$ cat src/hw/rtl/boxf3_pkg.sv
// Shared types and constants of the 3x3 box filter with zero padding.
// No dependencies; every other file in hw/rtl refers to it by scoped names.
package boxf3_pkg;

    // Input beat command codes
    localparam logic CMD_PIXEL = 1'b0;
    localparam logic CMD_FLUSH = 1'b1;

    // Configuration register indexes
    localparam int unsigned CFG_INDEX_W = 1;
    localparam logic [CFG_INDEX_W-1:0] REG_IMAGE_WIDTH  = 1'b0;
    localparam logic [CFG_INDEX_W-1:0] REG_IMAGE_HEIGHT = 1'b1;

    // Configuration register widths and reset values
    localparam int unsigned IMG_W_BITS = 11;
    localparam int unsigned IMG_H_BITS = 13;
    localparam int unsigned CFG_DATA_W = 13;
    localparam logic [IMG_W_BITS-1:0] IMAGE_WIDTH_RESET  = 11'd512;
    localparam logic [IMG_H_BITS-1:0] IMAGE_HEIGHT_RESET = 13'd512;

    // Neighborhood sum and divide-by-nine by reciprocal: floor(s * 7282 / 2^16)
    // equals floor(s / 9) for every sum up to 9 * 255.
    localparam int unsigned SUM_W      = 12;
    localparam int unsigned RECIP_W    = 13;
    localparam logic [RECIP_W-1:0] DIV9_RECIP = 13'd7282;
    localparam int unsigned DIV9_SHIFT = 16;
    localparam int unsigned PROD_W     = SUM_W + RECIP_W;

    // Queue between front and back
    localparam int unsigned QUEUE_DEPTH = 4;
    localparam int unsigned QUEUE_PTR_W = 2;
    localparam int unsigned QUEUE_CNT_W = 3;

    // Input beat
    typedef struct packed {
        logic       command;
        logic [7:0] pixel_value;
    } t_in_beat;

    // Output beat
    typedef struct packed {
        logic [7:0] mean_value;
        logic       last_of_image;
    } t_out_beat;

    // One classified column of work: new window column plus output masks
    typedef struct packed {
        logic [7:0] top;
        logic [7:0] mid;
        logic [7:0] pix;
        logic       emit;
        logic       top_en;
        logic       bot_en;
        logic       left_en;
        logic       right_en;
        logic       last;
    } t_work;

endpackage

$ cat src/hw/rtl/boxf3_queue.sv
// Short FIFO of work items between the front and back parts of the box filter.
// Uses boxf3_pkg for the item type and depth.
module boxf3_queue (
    input  logic                                 i_clk,
    input  logic                                 i_rst_n,
    input  logic                                 i_push,
    input  boxf3_pkg::t_work                     i_push_item,
    input  logic                                 i_pop,
    output boxf3_pkg::t_work                     o_head,
    output logic                                 o_empty,
    output logic [boxf3_pkg::QUEUE_CNT_W-1:0]    o_count
);

    boxf3_pkg::t_work r_mem [boxf3_pkg::QUEUE_DEPTH];
    logic [boxf3_pkg::QUEUE_PTR_W-1:0] r_wr_ptr;
    logic [boxf3_pkg::QUEUE_PTR_W-1:0] r_rd_ptr;
    logic [boxf3_pkg::QUEUE_CNT_W-1:0] r_count;

    // Advance pointers and occupancy
    always_ff @(posedge i_clk) begin
        if (!i_rst_n) begin
            r_wr_ptr <= '0;
            r_rd_ptr <= '0;
            r_count  <= '0;
        end else begin
            if (i_push) begin
                r_wr_ptr <= r_wr_ptr + boxf3_pkg::QUEUE_PTR_W'(1);
            end
            if (i_pop) begin
                r_rd_ptr <= r_rd_ptr + boxf3_pkg::QUEUE_PTR_W'(1);
            end
            case ({i_push, i_pop})
                2'b10:   r_count <= r_count + boxf3_pkg::QUEUE_CNT_W'(1);
                2'b01:   r_count <= r_count - boxf3_pkg::QUEUE_CNT_W'(1);
                default: r_count <= r_count;
            endcase
        end
    end

    // Store the pushed item
    always_ff @(posedge i_clk) begin
        if (i_push) begin
            r_mem[r_wr_ptr] <= i_push_item;
        end
    end

    assign o_head  = r_mem[r_rd_ptr];
    assign o_empty = r_count == '0;
    assign o_count = r_count;

endmodule

$ cat config.mk
export PLATFORM = sky130hd
export DESIGN_NAME = boxf3_queue
export DESIGN_NICKNAME = d
export VERILOG_FILES = /design/src/hw/rtl/boxf3_pkg.sv /design/src/hw/rtl/boxf3_queue.sv
export SDC_FILE = /design/constraint.sdc
export NUM_CORES = 1
export LEC_CHECK = 0
export BUFFER_PORTS_ARGS = -buffer_cell sky130_fd_sc_hd__buf_2
export CAP_MARGIN = 10
export CELL_PAD_IN_SITES_DETAIL_PLACEMENT = 2
export CELL_PAD_IN_SITES_GLOBAL_PLACEMENT = 2
export CORE_ASPECT_RATIO = 0.8
export CORE_UTILIZATION = 47
export CTS_CLUSTER_DIAMETER = 150
export DETAILED_ROUTE_END_ITERATION = 12
export GPL_ROUTABILITY_DRIVEN = 0
export HOLD_SLACK_MARGIN = 0.03
export PLACE_DENSITY = 0.89
export SLEW_MARGIN = 0
export SYNTH_ARGS = -nofsm -noshare
export SYNTH_HDL_FRONTEND = slang
export SYNTH_SLANG_ARGS = --single-unit
$ cat constraint.sdc
create_clock -name i_clk -period 2.7 [get_ports i_clk]
set_clock_uncertainty 0.1 [all_clocks]
set_input_delay 0.135 -clock i_clk [delete_from_list [all_inputs] [get_ports i_clk]]
set_output_delay 0.135 -clock i_clk [all_outputs]
set_load 0.05 [all_outputs]
* After elaboration in Yosys (flattened, before gate mapping)
Memories as Yosys holds them, arrays and structs flattened. A register that Yosys moved wholly into a read port is not among the register bits.
Cells that the tools add are included.
** Word-level totals
- Register bits after elaboration :: 7
- Bits in latches :: 0
- Bits in writable memories :: 120
- Bits in read-only memories :: 0
- Word-level logic and storage cells :: 17
- Memories :: 1
** Cells by class
- $add $sub $neg :: 4
- $mul :: 0
- Div/mod/pow operators :: 0
- Magnitude comparators :: 0
- Equal/unequal tests :: 2
- Shift-type cells :: 0
- Muxes and demuxes :: 5
- Bitwise logic cells :: 0
- Reduce and logical (&&, ||, !) cells :: 2
** Memory list
- r_mem :: depth 4, bits a word 30, rd ports 1, clocked after memory_dff 1, write ports 1, line boxf3_queue.sv:14 : boxf3_pkg::t_work r_mem [boxf3_pkg::QUEUE_DEPTH];
** Operator list (number)
- $pmux 3 s2 :: 1
- $add 2x1->2 const B :: 2
- $mux 2 :: 2
- $add 3x1->3 const B :: 1
- $logic_not 3->1 :: 1
- $sub 3x1->3 const B :: 1
- $eq 2x1->1 const B :: 1
- $eq 2x2->1 const B :: 1
- $mux 1 :: 2
- $reduce_bool 2->1 :: 1

* Logic depth before layout (Yosys ltp)
- Word-level depth :: 3
- Gate-level depth with buffers :: 7
- Depth with buffers taken out :: 7

* Worst setup path after synthesis
No wires, ideal clock.
- Path kind :: reg2reg
- Start :: reg r_count, in the netlist o_count[0]
- End :: reg r_count, in the netlist o_count[2]
- Library setup time :: 0.076 ns
- Arrival time :: 1.802 ns
- Data required time :: 2.524 ns
- Setup slack :: 0.722 ns
- Stages on the path, launching flop included :: 6
- Path through :: dfxtp_1 inv_1 fa_1 xor2_1 or3_1 a21boi_0
** Between the ends
- Cells in the longest elaborated chain, start to end :: 2
** Ends and longest elaborated chain
- start: declaration :: line boxf3_queue.sv:17 : logic [boxf3_pkg::QUEUE_CNT_W-1:0] r_count;
- start signal: assignment :: line boxf3_queue.sv:33 : 2'b10: r_count <= r_count + boxf3_pkg::QUEUE_CNT_W'(1);
- start signal: assignment :: line boxf3_queue.sv:34 : 2'b01: r_count <= r_count - boxf3_pkg::QUEUE_CNT_W'(1);
- start signal: assignment :: line boxf3_queue.sv:35 : default: r_count <= r_count;
- $sub 3x1->3 / $add 3x1->3 (equally long branches) :: line boxf3_queue.sv:34, boxf3_queue.sv:33
- $pmux 3 s2 (*) :: line boxf3_queue.sv:32 : case ({i_push, i_pop})
Mark *: on every way between the ends. The rest lies on a longest branch, timed or not.
A chain may end at the register's enable or synchronous reset.

==> reports/summary.txt <==
GRT
------------------------------------------------------------------------
Vias in the first global route                                      2906
Leftover overflow at the end of global routing                         0
Global-route wire length before repair                          21430 um
Initial antenna violation count                                        0
Overall Global Routing Usage                                      31.13%
GR met3 Demand/Resource                                           7.733%
GR Util met2                                                      52.73%
Most crowded layer after global routing                             met2
Global routing usage on met1                                      38.75%
Pin count of the biggest net entering global routing                  31

STA
------------------------------------------------------------------------
Min setup slack post-route                                     0.2839 ns
Final hold violation count                                             0
Slew Limit Headroom                                               39.81%
Summed negative setup slack over all endpoints                      0 ns
Time the final worst path needs with I/O delays and setup       2.416 ns
Maximum operating frequency                                   0.4139 GHz
RSZ-0062 raised after global routing                               false
Final cycle utilization of the critical path                      89.48%
Final setup violation count                                            0
Final Max Slew Viols                                                   0
Pin slew with the least headroom to its limit                  0.9029 ns

DIE
------------------------------------------------------------------------
# rows                                                                32
Effective utilization at floorplan                                48.85%
Area enclosed by the die boundary                            10560 sq um
Vertical die dimension                                          92.13 um
Top Ports                                                             68
Die X-Extent                                                    114.7 um
Area of the placeable core                                    9769 sq um

CLOCK NETWORK
------------------------------------------------------------------------
Root buf cell                                                  clkbuf_16
Clock transition at the registers of the reported paths          0.07 ns
Clock net sink count                                                 129
Clk buf depth                                                          2
Clock tree from TritonCTS                                           done
CTS buffer count                                                      17
Clock latency on the worst-skew pair                             0.41 ns
CTS H-tree depth                                                       4

POWER AND IR DROP
------------------------------------------------------------------------
Net switching power                                             1.556 mW
Internal Dissipation                                            4.269 mW
Areal power density over the cells                          929.4 nW/um^2
Cell leakage power                                              2.204 nW
Part of the power in the clock network                             46.3%
Seq pwr share                                                      40.6%
Sw Share                                                          26.72%
Combinational power share                                          13.2%
Worst supply voltage drop on vdd                               0.6653 mV

OUTCOME
------------------------------------------------------------------------
Outcome                                                     finished clean

DRT
------------------------------------------------------------------------
Final ANT Viol Nets                                                    0
Total routed wirelength                                         14900 um
Routed length per instance                                      31.97 um
Count of vias placed by the detailed router                         2601
DRC violations left                                                    0
Routed via count divided by cell count                             5.582
Number of DRC markers in iteration 0                                 180
Drt first pass iters                                                   4

MIN PATH
------------------------------------------------------------------------
Class of the tightest hold or removal check                 input port to flip-flop
Hold Startpoint                                                   i_push

PLACED DESIGN
------------------------------------------------------------------------
Half-perimeter wire length after detailed placement              6814 um
Count of buffers inserted at the top-level ports                      67
Worst setup slack after placement                              0.7152 ns

CRITICAL PATH
------------------------------------------------------------------------
Worst endpoint data arrival time                                 2.18 ns
Classification of the worst setup path                      flip-flop to output port
Critical Path Start Type                                       flip-flop
Startpoint of the worst register-to-register path           r_wr_ptr[0]$_SDFFE_PN0P_
Worst Setup End Kind                                         output port
Largest fanout of any net on the critical path                        19
CP Data Required Time                                            2.47 ns

FINAL LAYOUT
------------------------------------------------------------------------
Net total in the final layout                                        357
Number of antenna diodes                                               0
Layout-stage area growth over the synthesis result                31.33%
Layout filler cell count                                             756
Proportion of layout cells with a drive suffix above 1            41.21%

SYNTH
------------------------------------------------------------------------
Cell variety after synth                                              18
Seq/Total Area, Yosys                                             79.29%
Total number of yosys warnings                                         0
Seq cells post-synth                                                 129
Synthesized area divided by synthesized cell count           23.74 sq um
Cells after Synth                                                    201
Post-synthesis cell area                                      4772 sq um
Number of nets produced by synthesis                                 241

FLOW RUN
------------------------------------------------------------------------
Max-capacitance violation count                                        0

## through the flow
stage | power (mW) | hold slack [ns] | cells | area, sq um | utilization (%)
floorplan | 2.877 | 0.1339 | 201 | 4772 | -
global route | 5.928 | 0.1023 | 466 | 6267 | 64.15
finish | 5.825 | 0.07054 | 466 | 6267 | 64.15
global placement | 3.043 | 0.2470 | 401 | 5270 | 53.94
CTS | 5.754 | 0.03865 | 466 | 6267 | 64.15
detailed placement | 3.082 | 0.2526 | 401 | 5270 | 53.94
## cells in the mapped netlist
master,instances,share of area [%]
a21boi_0,1,0.16
ha_1,5,1.3
nor2b_1,1,0.13
mux2i_1,1,0.21
inv_1,6,0.47
nor3_1,1,0.10
fa_1,1,0.42
buf_6,3,0.71
xnor2_1,2,0.37
o21ai_0,2,0.21
xor2_1,3,0.55
buf_2,3,0.31
and2_1,10,1.3
mux4_2,30,14
or3_1,1,0.13
nand2_1,2,0.16
edfxtp_1,120,76
dfxtp_1,9,3.8
## sequential cells by signal, indices dropped and copies added (netlist names), named ones only
name / count
r_mem: 120
o_count: 3
r_rd_ptr: 2
r_wr_ptr: 2
## layout by cell type (no fill, tap or decap)
| master | instances |
|---|---|
| edfxtp_1 | 120 |
| buf_2 | 67 |
| dlygate4sd3_1 | 33 |
| mux4_2 | 30 |
| clkbuf_16 | 17 |
| dfxtp_1 | 8 |
| inv_1 | 6 |
| and2_1 | 6 |
| bufinv_16 | 6 |
| ha_1 | 5 |
| and2_2 | 4 |
| clkinvlp_4 | 4 |
| xor2_1 | 3 |
| xnor2_1 | 2 |
| nand2_1 | 2 |
| o21ai_0 | 2 |
| clkinv_2 | 2 |
| buf_4 | 2 |
| nor3_1 | 1 |
| mux2i_1 | 1 |
| nor2b_1 | 1 |
| or3_1 | 1 |
| a21boi_0 | 1 |
| fa_1 | 1 |
| dfxtp_2 | 1 |
| inv_6 | 1 |
| clkinv_4 | 1 |
| clkbuf_1 | 1 |
| buf_12 | 1 |
## per-layer routing
layer / wire (um) / share of wire [%] / up-vias
li1: - / - / 1064
met1: 6067 / 41 / 1409
met2: 7705 / 52 / 104
met3: 833 / 5.6 / 24
met4: 289 / 1.9 / 0
met5: 0 / 0 / -
## worst max-delay path: stages (launching register included)
cell	delay [ns]
dfxtp_2	0.64
buf_12	0.27
mux4_2	0.57
buf_2	0.25
## layout make-up
cell class / instances / area (sq um) / area share (%)
flip-flops and latches: 129 / 3785 / 60.39
multi-input cells: 60 / 922.1 / 14.71
repair buffers: 103 / 700.7 / 11.18
clock buffers: 18 / 429.2 / 6.848
clock inverters: 14 / 237.7 / 3.793
well taps: 136 / 170.2 / 2.715
inverters: 6 / 22.52 / 0.3594
## worst paths after layout
| path | slack [ns] | endpoint | cells past startpoint |
|---|---|---|---|
| setup / recovery | 0.28 | o_head[1] | 3 |
| hold / removal | 0.07 | r_wr_ptr[0]$_SDFFE_PN0P_ | 3 |
| setup reg to reg | 0.80 | r_mem[2][6]$_DFFE_PP_ | 3 |
| hold reg to reg | 0.53 | o_count[2]$_SDFFE_PN0P_ | 2 |
## power by group through the flow
stage | logic, mW | registers [mW] | clock network, mW
global placement | 0.668 | 2.38 | 0
floorplan | 0.499 | 2.38 | 0
global route | 0.797 | 2.37 | 2.76
finish | 0.767 | 2.36 | 2.69
CTS | 0.745 | 2.36 | 2.65
detailed placement | 0.691 | 2.39 | 0
## kinds of logic after synthesis
kind of cell / count (synthesis) / share of synthesized area [%]
AOI/OAI and AO/OA: 3 / 0.3671
and+or+nand+nor: 15 / 1.835
DFF: 129 / 79.29
muxes: 31 / 14.37
adders and majority gates: 6 / 1.730
buffers and inverters: 12 / 1.494
xor gates and xnor gates: 5 / 0.9178
## timing repair
action | 4_1_cts | 5_1_grt
hold buffers | 33 | 0
resized for setup | 0 | 0
setup buffers | 0 | 0
hold endpoints to repair | 129 | 0
(Power assumes the default switching activity.)
