$ cat src/hw/rtl/boxf3_pkg.sv
// Shared types and constants of the 3x3 box filter with zero padding.
// No dependencies; every other file in hw/rtl refers to it by scoped names.
package boxf3_pkg;

    // Input beat command codes
    localparam logic CMD_PIXEL = 1'b0;
    localparam logic CMD_FLUSH = 1'b1;

    // Configuration register indexes
    localparam int unsigned CFG_INDEX_W = 1;
    localparam logic [CFG_INDEX_W-1:0] REG_IMAGE_WIDTH  = 1'b0;
    localparam logic [CFG_INDEX_W-1:0] REG_IMAGE_HEIGHT = 1'b1;

    // Configuration register widths and reset values
    localparam int unsigned IMG_W_BITS = 11;
    localparam int unsigned IMG_H_BITS = 13;
    localparam int unsigned CFG_DATA_W = 13;
    localparam logic [IMG_W_BITS-1:0] IMAGE_WIDTH_RESET  = 11'd512;
    localparam logic [IMG_H_BITS-1:0] IMAGE_HEIGHT_RESET = 13'd512;

    // Neighborhood sum and divide-by-nine by reciprocal: floor(s * 7282 / 2^16)
    // equals floor(s / 9) for every sum up to 9 * 255.
    localparam int unsigned SUM_W      = 12;
    localparam int unsigned RECIP_W    = 13;
    localparam logic [RECIP_W-1:0] DIV9_RECIP = 13'd7282;
    localparam int unsigned DIV9_SHIFT = 16;
    localparam int unsigned PROD_W     = SUM_W + RECIP_W;

    // Queue between front and back
    localparam int unsigned QUEUE_DEPTH = 4;
    localparam int unsigned QUEUE_PTR_W = 2;
    localparam int unsigned QUEUE_CNT_W = 3;

    // Input beat
    typedef struct packed {
        logic       command;
        logic [7:0] pixel_value;
    } t_in_beat;

    // Output beat
    typedef struct packed {
        logic [7:0] mean_value;
        logic       last_of_image;
    } t_out_beat;

    // One classified column of work: new window column plus output masks
    typedef struct packed {
        logic [7:0] top;
        logic [7:0] mid;
        logic [7:0] pix;
        logic       emit;
        logic       top_en;
        logic       bot_en;
        logic       left_en;
        logic       right_en;
        logic       last;
    } t_work;

endpackage

$ cat src/hw/rtl/boxf3_back.sv
// Back part of the box filter: 3x3 window, masked sum, divide by nine and
// the output register. Uses boxf3_pkg.
module boxf3_back (
    input  logic                  i_clk,
    input  logic                  i_rst_n,
    input  logic                  i_clear,
    input  boxf3_pkg::t_work      i_head,
    input  logic                  i_empty,
    output logic                  o_pop,
    output logic                  o_out_valid,
    output boxf3_pkg::t_out_beat  o_out_data,
    input  logic                  i_out_stall
);

    logic [7:0] r_win [9];
    logic [7:0] n_win [9];

    logic en;
    logic r_b_valid;
    boxf3_pkg::t_work r_b;
    logic r_c_valid;
    logic [boxf3_pkg::SUM_W-1:0] r_c_sum;
    logic r_c_last;
    logic r_out_valid;
    boxf3_pkg::t_out_beat r_out;

    logic [boxf3_pkg::SUM_W-1:0] sum;
    logic [2:0] row_en, col_en;
    logic [boxf3_pkg::PROD_W-1:0] prod;

    // Whole back pipeline moves when the output beat is free or taken
    assign en    = !r_out_valid || !i_out_stall;
    assign o_pop = en && !i_empty;

    // Window: clear once the final output is summed, then shift in the new column; a register write clears it
    always_comb begin
        for (int k = 0; k < 9; k++) begin
            n_win[k] = (r_b_valid && r_b.last) ? 8'd0 : r_win[k];
        end
        if (o_pop) begin
            for (int i = 0; i < 3; i++) begin
                n_win[i*3]   = n_win[i*3+1];
                n_win[i*3+1] = n_win[i*3+2];
            end
            n_win[2] = i_head.top;
            n_win[5] = i_head.mid;
            n_win[8] = i_head.pix;
        end
        if (i_clear) begin
            for (int k = 0; k < 9; k++) begin
                n_win[k] = 8'd0;
            end
        end
    end

    always_ff @(posedge i_clk) begin
        if (!i_rst_n) begin
            for (int k = 0; k < 9; k++) begin
                r_win[k] <= 8'd0;
            end
        end else if (en || i_clear) begin
            for (int k = 0; k < 9; k++) begin
                r_win[k] <= n_win[k];
            end
        end
    end

    // Sum the neighbors that lie inside the image
    assign row_en = {r_b.bot_en, 1'b1, r_b.top_en};
    assign col_en = {r_b.right_en, 1'b1, r_b.left_en};
    always_comb begin
        sum = '0;
        for (int i = 0; i < 3; i++) begin
            for (int j = 0; j < 3; j++) begin
                if (row_en[i] && col_en[j]) begin
                    sum = sum + boxf3_pkg::SUM_W'(r_win[i*3+j]);
                end
            end
        end
    end

    // Divide by nine through the reciprocal
    assign prod = boxf3_pkg::PROD_W'(r_c_sum) * boxf3_pkg::PROD_W'(boxf3_pkg::DIV9_RECIP);

    // Valid bits of the back stages
    always_ff @(posedge i_clk) begin
        if (!i_rst_n) begin
            r_b_valid   <= 1'b0;
            r_c_valid   <= 1'b0;
            r_out_valid <= 1'b0;
        end else if (en) begin
            r_b_valid   <= o_pop && i_head.emit;
            r_c_valid   <= r_b_valid;
            r_out_valid <= r_c_valid;
        end
    end

    // Stage payloads
    always_ff @(posedge i_clk) begin
        if (en) begin
            r_b                 <= i_head;
            r_c_sum             <= sum;
            r_c_last            <= r_b.last;
            r_out.mean_value    <= prod[boxf3_pkg::DIV9_SHIFT+7:boxf3_pkg::DIV9_SHIFT];
            r_out.last_of_image <= r_c_last;
        end
    end

    assign o_out_valid = r_out_valid;
    assign o_out_data  = r_out;

endmodule

$ cat config.mk
export PLATFORM = sky130hd
export DESIGN_NAME = boxf3_back
export DESIGN_NICKNAME = d
export VERILOG_FILES = /design/src/hw/rtl/boxf3_pkg.sv /design/src/hw/rtl/boxf3_back.sv
export SDC_FILE = /design/constraint.sdc
export NUM_CORES = 1
export LEC_CHECK = 0
export ABC_AREA = 1
export BUFFER_PORTS_ARGS = -buffer_cell sky130_fd_sc_hd__buf_2
export CORE_ASPECT_RATIO = 0.8
export CORE_MARGIN = 4
export CORE_UTILIZATION = 41
export CTS_CLUSTER_SIZE = 24
export DETAILED_ROUTE_END_ITERATION = 8
export PLACE_DENSITY_LB_ADDON = 0.15
export SETUP_SLACK_MARGIN = 0.4
export SYNTH_ARGS = -nofsm -noshare
export SYNTH_HDL_FRONTEND = slang
export SYNTH_SLANG_ARGS = --single-unit
$ cat constraint.sdc
create_clock -name i_clk -period 16.05 [get_ports i_clk]
set_input_delay 1.605 -clock i_clk [delete_from_list [all_inputs] [get_ports i_clk]]
set_output_delay 1.605 -clock i_clk [all_outputs]
set_load 0.05 [all_outputs]
==> After elaboration in Yosys (flattened, before gate mapping) <==
Memories as Yosys holds them, arrays and structs flattened.
Cells that the tools add are included.
{ "totals": {"reg_bits": 30, "inputBits": 35, "mem_bits_rw": 72, "n_memories": 1} }
{ "op_classes": {"bitwise": 9, "multipliers": 1, "reduce_logical": 12, "n_addsub": 8, "mux": 32} }
{ "memory_table": {"columns": ["name", "depth", "word_bits", "rd", "rd_ports_with_merged_regs", "write_ports", "line", "text"], "rows": [
  ["r_win", 9, 8, 9, 0, 9, "boxf3_back.sv:15", "logic [7:0] r_win [9];"]
]} }
{ "ops": {"columns": ["op", "count"], "rows": [
  ["two-way mux 8 bit", 19],
  ["two-way mux 72 bit", 2],
  ["adder 12 x 8 -> 12 bit", 8],
  ["two-way mux 12 bit", 7],
  ["multiplier 12 x 12 -> 23 bit (second input constant)", 1],
  ["bitwise OR 1 bit", 9],
  ["logical AND 1 bit", 7],
  ["two-way mux 1 bit", 4],
  ["logical NOT 1 bit", 3],
  ["logical OR 1 bit", 2]
]} }

==> Logic depth before layout (Yosys ltp) <==
{ "logic_depth": {"depth_word": 17, "ltp_mapped": 53, "ltp_nobuf": 52} }

==> Worst setup path after synthesis <==
Ideal clock, no wire load.
{ "synth_path": {"kind": "register to register", "start": "register r_b[4] (netlist bit)", "end": "register r_c_sum[11] (netlist bit), data pin", "path_buffers": 1, "synth_period_minus_slack_ns": 8.146, "path_stages_with_launch": 41, "path_slack_ns": 7.904, "setup_ns": 0.252, "arrival_ns": 7.893, "path_cell_list": "edfxtp_1 buf_4 nand2_1 nor2_1 ha_1 inv_1 fa_1 nor2_1 fa_1 o21ai_0 fa_1 o21ai_0 inv_1 fa_1 fa_1 or2_2 o21ai_0 inv_1 [5 not listed] nor2_1 a211oi_1 xor2_1 o21ai_0 ha_1 nand2_1 o21ai_0 a21oi_1 o21bai_1 nand2_1 a21oi_1 nand3_2 a21oi_1 nand2_1 nand2_1 nand2_1 nand2_1 nand2_1"} }
{ "synth_between": {"elab_chain_cells": 17} }
{ "synth_lines": {"columns": ["element", "line", "text"], "rows": [
  ["start: declaration", "boxf3_back.sv:20", "boxf3_pkg::t_work r_b;"],
  ["start signal: assignment", "boxf3_back.sv:101", "r_b <= i_head;"],
  ["logical AND 1 bit", "boxf3_back.sv:75", "if (row_en[i] && col_en[j]) begin"],
  ["two-way mux 8 bit", "boxf3_back.sv:75", null],
  ["adder 12 x 8 -> 12 bit", "boxf3_back.sv:76", "sum = sum + boxf3_pkg::SUM_W'(r_win[i*3+j]);"],
  ["two-way mux 12 bit", "boxf3_back.sv:75", null],
  ["adder 12 x 8 -> 12 bit", "boxf3_back.sv:76", null],
  ["two-way mux 12 bit (*)", "boxf3_back.sv:75", null],
  ["adder 12 x 8 -> 12 bit", "boxf3_back.sv:76", null],
  ["two-way mux 12 bit (*)", "boxf3_back.sv:75", null],
  ["[2 not listed]", null, null],
  ["two-way mux 12 bit (*)", "boxf3_back.sv:75", null],
  ["adder 12 x 8 -> 12 bit", "boxf3_back.sv:76", null],
  ["two-way mux 12 bit (*)", "boxf3_back.sv:75", null],
  ["adder 12 x 8 -> 12 bit", "boxf3_back.sv:76", null],
  ["two-way mux 12 bit (*)", "boxf3_back.sv:75", null],
  ["adder 12 x 8 -> 12 bit", "boxf3_back.sv:76", null],
  ["two-way mux 12 bit (*)", "boxf3_back.sv:75", null],
  ["named net sum, one bit", "boxf3_back.sv:27", "logic [boxf3_pkg::SUM_W-1:0] sum;"],
  ["end signal: assignment", "boxf3_back.sv:102", "r_c_sum <= sum;"],
  ["end: declaration", "boxf3_back.sv:22", "logic [boxf3_pkg::SUM_W-1:0] r_c_sum;"]
]} }
The timed path passes the listed nets; every way through them passes the cells marked *.
A chain may end at the register's enable or synchronous reset.

==> Worst setup path after layout <==
{ "layout_path": {"start": "register r_b, in the netlist col_en[0]", "end": "register r_c_sum[11] (netlist bit), data pin"} }
{ "layout_between": {"elab_chain_cells": 17} }
{ "layout_lines": {"columns": ["element", "line"], "rows": [
  ["logical AND 1 bit", "boxf3_back.sv:75"],
  ["two-way mux 8 bit", "boxf3_back.sv:75"],
  ["adder 12 x 8 -> 12 bit", "boxf3_back.sv:76"],
  ["two-way mux 12 bit", "boxf3_back.sv:75"],
  ["adder 12 x 8 -> 12 bit", "boxf3_back.sv:76"],
  ["two-way mux 12 bit", "boxf3_back.sv:75"],
  ["adder 12 x 8 -> 12 bit", "boxf3_back.sv:76"],
  ["two-way mux 12 bit", "boxf3_back.sv:75"],
  ["adder 12 x 8 -> 12 bit (2 in a row)", "boxf3_back.sv:76"],
  ["two-way mux 12 bit", "boxf3_back.sv:75"],
  ["adder 12 x 8 -> 12 bit", "boxf3_back.sv:76"],
  ["two-way mux 12 bit (*)", "boxf3_back.sv:75"],
  ["adder 12 x 8 -> 12 bit", "boxf3_back.sv:76"],
  ["two-way mux 12 bit (*)", "boxf3_back.sv:75"],
  ["adder 12 x 8 -> 12 bit", "boxf3_back.sv:76"],
  ["two-way mux 12 bit (*)", "boxf3_back.sv:75"],
  ["named net sum, one bit", "boxf3_back.sv:27"]
]} }
Marks and branches as above.

==> summary.md <==
| Metric | Value |
|---|---|
| Synth Instances | 1156 |
| Setup crit end kind | flip-flop |
| CTS tree | yes |
| Outcome | finished, final reports clean |
| Worst VDD drop | 0.1029 mV |
| Worst Setup SP | col_en[0] |
| Vias in the first global route | 7363 |
| Cell variety after synth | 45 |
| PD cells | 129.5 mW/mm^2 |
| Register Area | 0.003033 mm^2 |
| R2R Path End | r_c_sum[11] |
| Slowest stage delay, CP | 0.67 ns |
| FF+latch count, synth | 102 |
| Port buffer count | 45 |
| Pre-CTS WS | 6.803 ns |
| Hold buffers post-CTS | 0 |
| Root buf cell | clkbuf_16 |
| Worst rel slew slack | 40.06% |
| Via count | 7686 |
| DRT iter0 DRCs | 553 |
| Final min period | 9.340 ns |
| Capture point of the critical path | r_c_sum[11] |
| Internal power | 0.7465 mW |
| Synth-to-Final Area Change | 8.645% |
| Clock Latency Late Sink | 0.37 ns |
| Static Leakage | 5.129 nW |
| H-tree levels | 3 |
| Most frequent cells in the layout | nand2_1 (251), inv_1 (158), ha_1 (129), a21oi_1 (112), edfxtp_1 (99) |
| Final HPWL DP | 18520 um |
| GRT Resource Usage Total | 18.73% |
| Dominant synthesized flop cell | edfxtp_1 |
| Routability cong. | 0.8598 |
| Post-synth ARST share | 0% |
| Mean Syn Cell Area | 8.363 um^2 |
| Share of cells above drive strength 1 | 9.975% |
| CTS Buf Count | 9 |
| CP Max Fanout | 10 |
| Seq pwr share | 26.1% |
| Combinational share of power | 57.1% |
| Total clock sinks | 102 |
| Min Hold Slack | 0.4257 ns |
| Post-route core utilization | 46.06% |
| Routed WL per cell | 15.99 um |
| Highest-delay cell along the critical path | edfxtp_1 |
| Reg2reg setup slack | 6.71 ns |
| Register area share after synthesis | 31.37% |
| Achievable frequency | 107.1 MHz |
| Final Setup Violations | 0 |
| Largest net degree at the start of global routing | 49 |
| FILL cells | 2292 |
| Placed Cells | 1483 |
| Reg-to-Reg Start | col_en[0] |
| Sw Share | 45.11% |
| Post-synth EDFFs | 99 |
| CP Class | flip-flop to flip-flop |
| RSZ-0062 raised after global routing | no |
| 1st-pass router iterations | 7 |
| Die ar. | 0.02612 mm^2 |
| Area of the multi-input gates | 0.005901 mm^2 |
| Clock Pin Slew Worst Setup and Hold Paths | 0.08 ns |
| Final WS setup | 6.710 ns |
| DR vias/cell | 5.124 |
| Placeable Area | 0.02281 mm^2 |
| Clk pwr share | 16.8% |
| FF-to-FF path depth | 39 |
| Syn. warnings | 0 |
| Crit path arrival time | 9.46 ns |
| Total negative slack | 0 ns |
| CTS resizes | 0 |
| Final Hold Viols | 0 |
| Type of the most critical hold path | flip-flop to flip-flop |
| Post-Syn Nets | 1358 |
| Post-DRT Antenna Nets | 0 |
| Post-Route WL | 23980 um |
| Number of nets in the layout | 1390 |
| Antenna violations before repair | 0 |
| CP most frequent cell | nand2_1 |
| Die Y | 145.3 um |
| Post-synth design cell area | 0.009668 mm^2 |
| Setup crit start kind | flip-flop |
| Std-Cell Rows | 49 |
| Grt ovf | 0 |
| Slew Viols, Final | 0 |
| First-pass GRT wire length | 39690 um |
| Total power | 1.360 mW |
| Initial Util | 42.39% |
| Io pins | 46 |
| Final Skew | 0.01406 ns |
| Period utilization | 58.19% |
| DRC viols | 0 |
| Max_cap viols | 0 |
| Post-CTS setup buffer count | 0 |
| Least-Margin Pin Slew | 0.8970 ns |
| Placed inst area | 0.01021 mm^2 |
| CTS max path bufs | 2 |
| Final non-filler cell total | 1500 |
| Most common cell after layout, fill and taps aside | nand2_1 |
| Design area | 0.01050 mm^2 |
| Chip width | 179.7 um |
| Req. time, crit path | 16.17 ns |
| P_sw | 0.6134 mW |
## power groups by stage
stage	combinational, mW	sequential, mW	clock, mW
after floorplan	0.570	0.381	0
after global placement	0.755	0.361	0
after detailed placement	0.778	0.362	0
after CTS	0.784	0.356	0.234
after global routing	0.932	0.359	0.246
final	0.776	0.355	0.228
## area by class of cell
| type | count | area share [%] |
|---|---|---|
| Antenna cell | 1 | 0.02382 |
| Clock buffer | 9 | 2.144 |
| Clock inverter | 7 | 0.6671 |
| Inverter | 165 | 5.896 |
| Multi-Input combinational cell | 859 | 56.18 |
| Sequential cell | 102 | 28.87 |
| Tap cell | 306 | 3.645 |
| Timing Repair Buffer | 51 | 2.573 |
## worst min-delay path by stage
stage          depth (start not counted)  slack (ns)            end      from
6_report                               0        0.43  o_out_data[0]  r_c_last
5_1_grt                                0        0.45  o_out_data[0]  r_c_last
4_1_cts                                0        0.43  o_out_data[0]  r_c_last
3_5_place_dp                           0        0.41  o_out_data[0]  r_c_last
3_3_place_gp                           0        0.40  o_out_data[0]  r_c_last
2_1_floorplan                          0        0.40  o_out_data[0]  r_c_last
## worst max-delay path: cells and delay by family, from the launching register on
kind,cells,cell delay (ns)
xor+xnor,1,0.14
buf+inv,4,0.39
compound gates,11,2.07
flops,1,0.67
simple gates,14,1.94
fa+ha+maj,9,3.87
## synthesized netlist by cell type (3+ instances only)
| library cell | n | area [um^2] |
|---|---|---|
| a211oi_1 | 3 | 22.52 |
| a21o_1 | 6 | 45.04 |
| a21oi_1 | 112 | 560.5 |
| a31oi_1 | 7 | 43.79 |
| clkbuf_1 | 26 | 97.59 |
| dfxtp_1 | 3 | 60.06 |
| edfxtp_1 | 99 | 2973 |
| fa_1 | 38 | 760.7 |
| ha_1 | 129 | 1614 |
| inv_1 | 158 | 593.1 |
| inv_2 | 5 | 18.77 |
| nand2_1 | 252 | 945.9 |
| nand2_2 | 13 | 81.33 |
| nand2_4 | 8 | 90.09 |
| nand3_1 | 30 | 150.1 |
| nand3_2 | 10 | 100.1 |
| nand4_1 | 10 | 62.56 |
| nor2_1 | 66 | 247.7 |
| nor2_2 | 3 | 18.77 |
| nor3_1 | 7 | 35.03 |
| o211ai_1 | 5 | 37.54 |
| o21ai_0 | 85 | 425.4 |
| o21bai_1 | 5 | 37.54 |
| o22ai_1 | 3 | 18.77 |
| or2_2 | 4 | 25.02 |
| xnor2_1 | 16 | 140.1 |
| xor2_1 | 30 | 262.8 |
## cell families after synthesis
logic type      after synthesis  share of synthesized area, %
simple gates                411                         19.18
compound gates              235                         13.02
xor+xnor                     46                         4.167
flops                       102                         31.37
fa+ha+maj                   167                         24.56
buf+inv                     195                         7.700
## routing by layer
layer | global-route usage [%] | wire length (um) | up-vias
met5 | 0 | 0 | -
met4 | 3.503 | 228 | 0
met3 | 3.223 | 1436 | 14
met2 | 24.92 | 8831 | 180
met1 | 31.26 | 13490 | 3546
li1 | - | - | 3946
## registers in the layout, summed over array words and instances (netlist names)
signal	cells
r_c_valid	1
o_out_data	9
col_en	2
r_win	72
r_c_sum	12
o_out_valid	1
r_b_valid	1
r_b	3
r_c_last	1
Note: power is estimated with default switching activity, not from simulation.
